==> src/sv/jtt_pkg.sv <==
// shared types, TAP state codes and the TAP transition function for the tracker
package jtt_pkg;

  localparam int unsigned CfgIdxW = 1;
  localparam int unsigned CfgDataW = 6;
  localparam int unsigned PatternW = 6;
  localparam int unsigned TapStateW = 4;

  // configuration register indexes
  localparam logic [CfgIdxW-1:0] CfgFixupEnable = 1'd0;
  localparam logic [CfgIdxW-1:0] CfgCapturePattern = 1'd1;

  localparam logic FixupEnableReset = 1'b1;
  localparam logic [PatternW-1:0] CapturePatternReset = 6'h09;

  // TAP controller states
  localparam logic [TapStateW-1:0] StTlr = 4'd0;
  localparam logic [TapStateW-1:0] StRti = 4'd1;
  localparam logic [TapStateW-1:0] StSelDr = 4'd2;
  localparam logic [TapStateW-1:0] StCapDr = 4'd3;
  localparam logic [TapStateW-1:0] StShiftDr = 4'd4;
  localparam logic [TapStateW-1:0] StExit1Dr = 4'd5;
  localparam logic [TapStateW-1:0] StPauseDr = 4'd6;
  localparam logic [TapStateW-1:0] StExit2Dr = 4'd7;
  localparam logic [TapStateW-1:0] StUpdDr = 4'd8;
  localparam logic [TapStateW-1:0] StSelIr = 4'd9;
  localparam logic [TapStateW-1:0] StCapIr = 4'd10;
  localparam logic [TapStateW-1:0] StShiftIr = 4'd11;
  localparam logic [TapStateW-1:0] StExit1Ir = 4'd12;
  localparam logic [TapStateW-1:0] StPauseIr = 4'd13;
  localparam logic [TapStateW-1:0] StExit2Ir = 4'd14;
  localparam logic [TapStateW-1:0] StUpdIr = 4'd15;

  typedef struct packed {
    logic tms_bit;
    logic raw_tdo_bit;
    logic restart;
  } in_req_t;

  typedef struct packed {
    logic tdo_bit;
    logic [TapStateW-1:0] tap_state_out;
    logic replaced;
  } out_req_t;

  typedef struct packed {
    logic fixup_enable;
    logic [PatternW-1:0] capture_pattern;
  } cfg_t;

  function automatic logic [TapStateW-1:0] tap_next(input logic [TapStateW-1:0] cur,
                                                    input logic tms);
    logic [TapStateW-1:0] nxt;
    unique case (cur)
      StTlr:     nxt = tms ? StTlr : StRti;
      StRti:     nxt = tms ? StSelDr : StRti;
      StSelDr:   nxt = tms ? StSelIr : StCapDr;
      StCapDr:   nxt = tms ? StExit1Dr : StShiftDr;
      StShiftDr: nxt = tms ? StExit1Dr : StShiftDr;
      StExit1Dr: nxt = tms ? StUpdDr : StPauseDr;
      StPauseDr: nxt = tms ? StExit2Dr : StPauseDr;
      StExit2Dr: nxt = tms ? StUpdDr : StShiftDr;
      StUpdDr:   nxt = tms ? StSelDr : StRti;
      StSelIr:   nxt = tms ? StTlr : StCapIr;
      StCapIr:   nxt = tms ? StExit1Ir : StShiftIr;
      StShiftIr: nxt = tms ? StExit1Ir : StShiftIr;
      StExit1Ir: nxt = tms ? StUpdIr : StPauseIr;
      StPauseIr: nxt = tms ? StExit2Ir : StPauseIr;
      StExit2Ir: nxt = tms ? StUpdIr : StShiftIr;
      StUpdIr:   nxt = tms ? StSelDr : StRti;
      default:   nxt = StTlr;
    endcase
    return nxt;
  endfunction

endpackage

==> src/sv/jtag_tap_tracker_ir_capture_fix.sv <==
// top level of the JTAG TAP tracker with IR capture rewrite
// path: an accepted request is held in the input reg, then its result in the result reg
// throughput: one request per cycle, sustained while out_ready_i does not stall the result reg
// the combinational TAP step and capture counter update set this rate
// reset: TAP tracking goes to Test-Logic-Reset, disarmed, index 0
// reset: fixup enabled, capture pattern 0x09, both pipeline stages empty
module jtag_tap_tracker_ir_capture_fix import jtt_pkg::*; #(
  parameter int unsigned IR_CAPTURE_BITS = 6
) (
  input  logic                clk_i,
  input  logic                rst_ni,
  // configuration write port
  input  logic                cfg_we_i,
  input  logic [CfgIdxW-1:0]  cfg_idx_i,
  input  logic [CfgDataW-1:0] cfg_data_i,
  // input requests
  input  logic                in_valid_i,
  output logic                in_ready_o,
  input  in_req_t             in_data_i,
  // result requests
  output logic                out_valid_o,
  input  logic                out_ready_i,
  output out_req_t            out_data_o
);

  localparam int unsigned IdxW = $clog2(IR_CAPTURE_BITS + 1);

  // configuration registers
  cfg_t cfg_q;

  // input stage
  logic    in_valid_q;
  in_req_t in_req_q;

  // tracking state
  logic [TapStateW-1:0] state_q, state_d;
  logic                 armed_q, armed_d;
  logic [IdxW-1:0]      index_q, index_d;

  // result stage
  logic     out_valid_q;
  out_req_t out_req_q, out_req_d;

  // the input stage moves on when the result stage is empty or draining
  logic advance;
  assign advance    = in_valid_q && (!out_valid_q || out_ready_i);
  assign in_ready_o = !in_valid_q || advance;

  always_ff @(posedge clk_i or negedge rst_ni) begin
    if (!rst_ni) begin
      cfg_q.fixup_enable    <= FixupEnableReset;
      cfg_q.capture_pattern <= CapturePatternReset;
    end else if (cfg_we_i) begin
      unique case (cfg_idx_i)
        CfgFixupEnable:    cfg_q.fixup_enable <= cfg_data_i[0];
        CfgCapturePattern: cfg_q.capture_pattern <= cfg_data_i[PatternW-1:0];
        default: ;
      endcase
    end
  end

  // input register: takes a new request whenever the stage frees up
  always_ff @(posedge clk_i or negedge rst_ni) begin
    if (!rst_ni) begin
      in_valid_q <= 1'b0;
    end else if (in_ready_o) begin
      in_valid_q <= in_valid_i;
    end
  end

  always_ff @(posedge clk_i) begin
    if (in_valid_i && in_ready_o) begin
      in_req_q <= in_data_i;
    end
  end

  // one tracker step per request leaving the input stage
  jtt_step #(
    .IR_CAPTURE_BITS(IR_CAPTURE_BITS)
  ) u_step (
    .req_i   (in_req_q),
    .cfg_i   (cfg_q),
    .state_i (state_q),
    .armed_i (armed_q),
    .index_i (index_q),
    .state_o (state_d),
    .armed_o (armed_d),
    .index_o (index_d),
    .rsp_o   (out_req_d)
  );

  always_ff @(posedge clk_i or negedge rst_ni) begin
    if (!rst_ni) begin
      state_q <= StTlr;
      armed_q <= 1'b0;
      index_q <= '0;
    end else if (advance) begin
      state_q <= state_d;
      armed_q <= armed_d;
      index_q <= index_d;
    end
  end

  // result register: holds until taken, refilled in the same cycle
  always_ff @(posedge clk_i or negedge rst_ni) begin
    if (!rst_ni) begin
      out_valid_q <= 1'b0;
    end else if (!out_valid_q || out_ready_i) begin
      out_valid_q <= in_valid_q;
    end
  end

  always_ff @(posedge clk_i) begin
    if (advance) begin
      out_req_q <= out_req_d;
    end
  end

  assign out_valid_o = out_valid_q;
  assign out_data_o  = out_req_q;

endmodule

==> src/sv/jtt_step.sv <==
// per-request tracker update: with fixup enabled, TAP state step, capture arming and TDO rewrite
module jtt_step import jtt_pkg::*; #(
  parameter int unsigned IR_CAPTURE_BITS = 6
) (
  input  in_req_t                                   req_i,
  input  cfg_t                                      cfg_i,
  input  logic [TapStateW-1:0]                      state_i,
  input  logic                                      armed_i,
  input  logic [$clog2(IR_CAPTURE_BITS+1)-1:0]      index_i,
  output logic [TapStateW-1:0]                      state_o,
  output logic                                      armed_o,
  output logic [$clog2(IR_CAPTURE_BITS+1)-1:0]      index_o,
  output out_req_t                                  rsp_o
);

  localparam int unsigned IdxW = $clog2(IR_CAPTURE_BITS + 1);

  logic [TapStateW-1:0] prev;
  logic                 armed;
  logic [IdxW-1:0]      index;
  logic [TapStateW-1:0] next;
  logic [31:0]          pattern_ext;
  logic                 tdo;
  logic                 repl;

  assign pattern_ext = 32'(cfg_i.capture_pattern);

  always_comb begin
    // restart clears tracking before this bit is handled
    prev  = req_i.restart ? StTlr : state_i;
    armed = req_i.restart ? 1'b0 : armed_i;
    index = req_i.restart ? '0 : index_i;
    next  = tap_next(prev, req_i.tms_bit);
    tdo   = req_i.raw_tdo_bit;
    repl  = 1'b0;

    state_o = prev;
    armed_o = armed;
    index_o = index;

    if (cfg_i.fixup_enable) begin
      state_o = next;
      priority if (prev == StCapIr && next == StShiftIr) begin
        armed_o = 1'b1;
        index_o = '0;
      end else if (prev == StShiftIr && armed && index < IdxW'(IR_CAPTURE_BITS)) begin
        tdo  = pattern_ext[5'(index)];
        repl = 1'b1;
        if (next != StShiftIr) begin
          armed_o = 1'b0;
          index_o = '0;
        end else begin
          index_o = index + IdxW'(1);
        end
      end else if (next != StShiftIr && prev != StCapIr) begin
        armed_o = 1'b0;
        index_o = '0;
      end else begin
        armed_o = armed;
        index_o = index;
      end
    end

    rsp_o.tdo_bit       = tdo;
    rsp_o.tap_state_out = state_o;
    rsp_o.replaced      = repl;
  end

endmodule
==> config.mk <==
export PLATFORM = sky130hd
export DESIGN_NAME = jtag_tap_tracker_ir_capture_fix
export DESIGN_NICKNAME = d
export VERILOG_FILES = /design/src/sv/jtt_pkg.sv /design/src/sv/jtag_tap_tracker_ir_capture_fix.sv /design/src/sv/jtt_step.sv
export SDC_FILE = /design/constraint.sdc
export NUM_CORES = 1
export LEC_CHECK = 0
export ABC_AREA = 1
export CORE_UTILIZATION = 47
export DETAILED_ROUTE_END_ITERATION = 8
export DONT_BUFFER_PORTS = 1
export PLACE_DENSITY_LB_ADDON = 0.12
export SYNTH_ARGS = -nofsm -noshare
export SYNTH_HDL_FRONTEND = slang
export SYNTH_SLANG_ARGS = --single-unit
==> constraint.sdc <==
create_clock -name clk_i -period 3.53 [get_ports clk_i]
set_input_delay 0.353 -clock clk_i [delete_from_list [all_inputs] [get_ports clk_i]]
set_output_delay 0.353 -clock clk_i [all_outputs]
set_load 0.01 [all_outputs]
==> results of run 1 <==
logic make-up after synthesis:
| group | count (synthesis) | synth area share [%] |
|---|---|---|
| simple gates | 95 | 30.43 |
| fa+ha+maj | 1 | 0.7842 |
| flops | 26 | 43.84 |
| xor+xnor | 1 | 0.5491 |
| buf+inv | 28 | 7.058 |
| mux | 5 | 3.529 |
| compound gates | 32 | 13.81 |
worst paths after layout:
| path | from | slack (ps) | to | cells after the start |
|---|---|---|---|---|
| worst max-delay path | in_req_q[0]$_DFFE_PP_ | 1750 | out_data_o[5]$_DFFE_PP_ | 8 |
| worst min-delay path | cfg_we_i | 80 | cfg_q[6]$_DFFE_PN1P_ | 1 |
| worst max register to register | in_req_q[0]$_DFFE_PP_ | 1750 | out_data_o[5]$_DFFE_PP_ | 8 |
| worst min register to register | cfg_q[0]$_DFFE_PN1P_ | 500 | cfg_q[0]$_DFFE_PN1P_ | 2 |
| max in group asynchronous | rst_ni | 2520 | state_q[2]$_DFFE_PN0P_ | 1 |
| min in group asynchronous | rst_ni | 530 | state_q[1]$_DFFE_PN0P_ | 1 |
layout make-up:
cell class / instances / area (um^2)
well taps: 44 / 55.05
clock buffers: 3 / 22.52
clock inverters: 1 / 30.03
repair buffers: 1 / 10.01
multi-input cells: 134 / 783.3
flip-flops and latches: 26 / 699.4
inverters: 26 / 102.6
fillers: 294 / 1425
registers in the layout (all words and copies together), names as in the netlist:
signal,count
armed_q,1
state_q,4
in_valid_q,1
out_data_o,6
cfg_q,7
in_req_q,3
out_valid_o,1
index_q,3
cells in the mapped netlist:
cell       count  share of area, %
a21oi_1       12               3.8
a21oi_2        1              0.55
a31oi_1        1              0.39
a31oi_2        1              0.78
a41oi_2        1               1.0
and2_1         2              0.78
buf_2          2              0.63
clkinv_1       1              0.24
dfrtp_1       14                22
dfstp_2        3               4.9
edfxtp_1       9                17
ha_1           1              0.78
inv_1         19               4.5
inv_2          4              0.94
inv_4          2              0.78
mux2_2         5               3.5
nand2_1       45                11
nand2_2        3               1.2
nand2_4        3               2.1
nand3_1       14               4.4
nand4_1        1              0.39
nand4_4        1               1.3
nor2_1        17               4.0
nor2_2         2              0.78
nor2_4         5               3.5
nor3_1         1              0.31
nor3_4         1               1.0
o2111ai_4      1               1.6
o211ai_1       2              0.94
o21a_1         1              0.47
o21ai_0        8               2.5
o21ai_1        2              0.63
o21ai_2        1              0.55
o41ai_1        1              0.55
xor2_1         1              0.55
where the power goes:
| group | switching (uW) | leakage, uW | internal [uW] | total (uW) |
|---|---|---|---|---|
| combinational | 223 | 0.000442 | 110 | 333 |
| clock | 87.0 | 0.0000279 | 115 | 202 |
| sequential | 72.4 | 0.000289 | 390 | 462 |
critical path, cell delays in order (launching register included):
cell and delay, ps:
edfxtp_1 510, inv_4 160, nand2_1 140, inv_2 150, nor2_1 60, o41ai_1 380, inv_1 80, nand2_1 80
o21a_1 110
metrics by stage:
stage	worst slack, ps	instances
5_1_grt	1635	235
2_1_floorplan	1942	188
3_5_place_dp	1813	230
3_3_place_gp	1823	230
4_1_cts	1774	235
6_report	1754	235
layer usage:
metal | global-route usage, % | up-vias
met2 | 34.07 | 52
met3 | 3.030 | 5
li1 | - | 629
met4 | 6.977 | 0
met5 | 0 | -
met1 | 27.83 | 611
==> out/metrics.cfg, run 1 <==
[routing]
via_per_inst = 5.519
drc = 0
vias = 1297
wl_met3_um = 190
met1_length_um = 1475
drt_iter0_markers = 74
antenna_left = 0
wl_um = 3271
routed-wl-met2_um = 1579
drtPass1Iterations = 4
topRoutingLayerUsed = met4
routedWlPerCell_um = 13.92

[cells_and_area]
syn_to_final_growth_pct = 6.745
nNetsFinal = 208
fin_area_um2 = 1703
n_antenna_cell = 0
layout_commonest_cell = nand2_1
fin_util_pct = 54.44
drive_gt1_share_pct = 19.90
final_cell_mix = nand2_1 (45), inv_1 (19), nor2_1 (17)

[yosys]
avgSynthCellArea_um2 = 8.486
synth_warnings = 0
synth_fp_nets = 204
synth_seq_cells = 26
synthCells = 188
syn_area_um2 = 1595
ys_types = 35
ys_seq_area_share_pct = 43.84

[timing]
maxSlewHeadroom_pct = 48.86
max_freq_ghz = 0.5629
worst_pin_slew_ps = 764.5
finalMaxSlewViolations = 0
setup-violations-final = 0
fin_crit_ps = 1776
rsz0062_at_grt = false
setup_tns_ps = 0
whs_ps = 82.05
hold_violations = 0
finClkSkew_ps = 7.284
fin_crit_sh_pct = 50.32

[clock_network]
cts.repair.resized = 0
h-tree-depth = 1
cts_buffers = 3
cts_tree = built
clock_path_buffers = 2
ctsHoldBuffers = 1
clkLatencyLatePin_ps = 320
cts_root_buffer = clkbuf_4
clk_pin_slew_ps = 140
post_cts_buffers = 0
clkSinkCount = 26

[placement]
placed_area_um2 = 1640
gp_congestion = 0.8455
port_buffers = 0
dpl.hpwl_um = 2566

[outcome]
outcome = completed

[floorplanning]
rows = 20
die_h_um = 60.26
start_util_pct = 51.00
io_pins = 23
die_area_um2 = 3631
core_area_um2 = 3128
die_w_um = 60.26

[power]
power_density_nw_per_um2 = 585.5
p_leak_uw = 0.0007590
total_power_uw = 997.0
ir_drop_mv = 0.2654

[global_route]
grt_max_degree = 18
first_global_vias = 1229
gr-total-overflow = 0
grt_first_pass_wirelength_um = 5554
grt_use_total_pct = 20.77
antenna_found_initial = 0

[critical_path]
cp-end-kind = flop
critPathKind = reg2reg
worst_ep_arrival_time_ps = 1980
cp.required_ps = 3730
crit_fanout = 7
worst_setup_path_start_kind = flop

[job]
max_cap_violations = 0

[min_path]
hp-class = in2reg

No activity file was read; power rests on OpenSTA's default activity.
==> inputs of run 2 (changes only) <==
Clock period 3.53 ns to 1.65 ns, I/O delays scaled along.
==> run 2 against run 1 <==
Net effect:
- largest power group is now combinational cells
- the flow now finishes with violations (setup timing)
- routed wire length rose by 22%
- clock power rose by 60%
- combinational power rose to 3.3 times the previous value
==> out/metrics.cfg, run 2 (same netlist as run 1, synthesis figures left out) <==
[routing]
vias = 1465  ; +13%
drt_iter0_markers = 56  ; -24%
drtPass1Iterations = 4  ; unchanged
wl_um = 3987  ; +22%
drc = 0  ; unchanged
via_per_inst = 5.426  ; -1.7%
routedWlPerCell_um = 14.77  ; +6.1%
antenna_left = 0  ; unchanged

[min_path]
hold_start = out_ready_i
min_delay_path_depth = 3  ; +2
hp-class = in2reg

[clock_network]
clk_pin_slew_ps = 140  ; about the same
h-tree-depth = 1  ; unchanged
clkLatencyLatePin_ps = 320  ; about the same
cts_buffers = 3  ; unchanged
cts_root_buffer = clkbuf_4
clock_path_buffers = 2  ; unchanged
clkSinkCount = 26  ; unchanged
cts_tree = built

[timing]
maxSlewHeadroom_pct = 47.41  ; -1.5 points
fin_crit_ps = 1748  ; -28.15 ps
fin_crit_sh_pct = 106.0  ; +56 points
max_freq_ghz = 0.5720  ; +1.6%
setup-violations-final = 10  ; +10
finClkSkew_ps = 3.700  ; -3.585 ps
worst_pin_slew_ps = 786.3  ; +21.80 ps
hold_violations = 0  ; unchanged
rsz0062_at_grt = true
finalMaxSlewViolations = 0  ; unchanged
setup_slack_ps = -98.26  ; -1852 ps

[cells_and_area]
drive_gt1_share_pct = 42.04  ; +22 points
fin_util_pct = 70.60  ; +16 points
largest_reg_flops = 7  ; unchanged
max_flop_register = cfg_q
layout_commonest_cell = nand2_1
n_antenna_cell = 0  ; unchanged
final-seq-area_um2 = 699.4  ; unchanged
multi_input_area_um2 = 967.2  ; +23%
fin_area_um2 = 2208  ; +30%
syn_to_final_growth_pct = 38.43
nNetsFinal = 243  ; +17%
final_cell_mix = nand2_1 (37), inv_1 (17), buf_4 (17)
final.fill_count = 240  ; -18%

[critical_path]
max_stage_delay_ps = 470  ; -40 ps
worst_setup_path_start_kind = flop
r2r_cells = 10  ; +2
worst_ep_arrival_time_ps = 1850  ; -130 ps
path_depth = 10  ; +2
slowest_stage = edfxtp_1
crit_path_cell_trace = clkinv_4, nand2_8, inv_8, nand2_4, nor2_4, nand2_2, o211ai_1, a21oi_2, nand3_2, and2_4
cp-end-kind = flop
cp.required_ps = 1750  ; -1980 ps
crit_family = simple AND/OR/NAND/NOR gates
crit_fanout = 5  ; -2
rr_startpoint = in_req_q[0]$_DFFE_PP_
path_buf_inv = 2  ; -1
critPathKind = reg2reg
worstSetupStartpoint = in_req_q[0]$_DFFE_PP_

[placement]
dpl.hpwl_um = 2768  ; +7.9%
port_buffers = 0  ; unchanged
placed_area_um2 = 1750  ; +6.7%
gp_congestion = 0.8913  ; +5.4%

[floorplanning]
die_area_um2 = 3631  ; unchanged
die_w_um = 60.26  ; unchanged
rows = 20  ; unchanged
core_area_um2 = 3128  ; unchanged
die_h_um = 60.26  ; unchanged
io_pins = 23  ; unchanged
start_util_pct = 51.00  ; unchanged

[global_route]
grt_use_total_pct = 23.99  ; +3.2 points
grt_first_pass_wirelength_um = 6320  ; +14%
grt_max_degree = 18  ; unchanged
antenna_found_initial = 0  ; unchanged
gr-total-overflow = 0  ; unchanged
first_global_vias = 1391  ; +13%

[power]
ir_drop_mv = 0.5806  ; +120%
p_leak_uw = 0.0009425  ; +24%
power_density_nw_per_um2 = 1112  ; +90%

[outcome]
violations = setup timing
outcome = finished with violations

[job]
max_cap_violations = 0  ; unchanged

## run 2: tightest hold or removal path, stage by stage
cell     delay, ps
inv_1           30
nand2_1         70
nand2_1         60
## run 2: worst paths after layout
| path | to | slack (ps) |
|---|---|---|
| max in group asynchronous | index_q[2]$_DFFE_PN0P_ | 810 |
| min in group asynchronous | in_valid_q$_DFFE_PN0N_ | 350 |
| worst max-delay path | out_data_o[1]$_DFFE_PP_ | -100 |
| worst max register to register | out_data_o[1]$_DFFE_PP_ | -100 |
| worst min-delay path | out_valid_o$_DFFE_PN0P_ | 20 |
| worst min register to register | armed_q$_DFFE_PN0P_ | 500 |
## run 2: what timing repair did
action | in CTS | in global routing
gates resized for setup | 21 | 40
setup buffers | 7 | 3
hold endpoints to repair | 28 | 0
pin swaps | 9 | 14
endpoints found under the setup margin | 11 | 13
hold buffers | 13 | 0
## run 2: power by group
group | internal [uW] | switching [uW] | leakage [uW]
clock | 135 | 189 | 0.0000210
combinational | 466 | 640 | 0.000632
sequential | 833 | 193 | 0.000289
## run 2: per-layer routing
| metal | part of all wire, % | wire [um] | vias up | GRT usage (%) |
|---|---|---|---|---|
| met1 | 43 | 1721 | 704 | 29.56 |
| met3 | 4.3 | 170 | 12 | 4.329 |
| met2 | 50 | 1993 | 47 | 40.82 |
| met5 | 0 | 0 | - | 0 |
| met4 | 2.6 | 102 | 0 | 9.967 |
| li1 | - | - | 702 | - |
## run 2: area by class of cell
cell class                      instances  share of cell area [%]
Clock buffer                            4                   1.643
Inverter                               26                   5.269
Multi-Input combinational cell        134                   43.80
Sequential cell                        26                   31.67
Tap cell                               44                   2.493
Timing Repair Buffer                   36                   15.13
## run 2: stage by stage
step	setup slack, ps	setup TNS [ps]	power (uW)	cells	hold slack, ps
finish	-98.26	-434.5	2455	270	24.77
global route	-179.9	-1323	2600	270	17.88
CTS	-50.88	-273.7	2241	267	18.65
detailed placement	-161.4	-581.9	1780	243	-130.4
global placement	-102.9	-223.4	1770	243	-130.3
floorplan	62.29	0	1544	188	-130.6
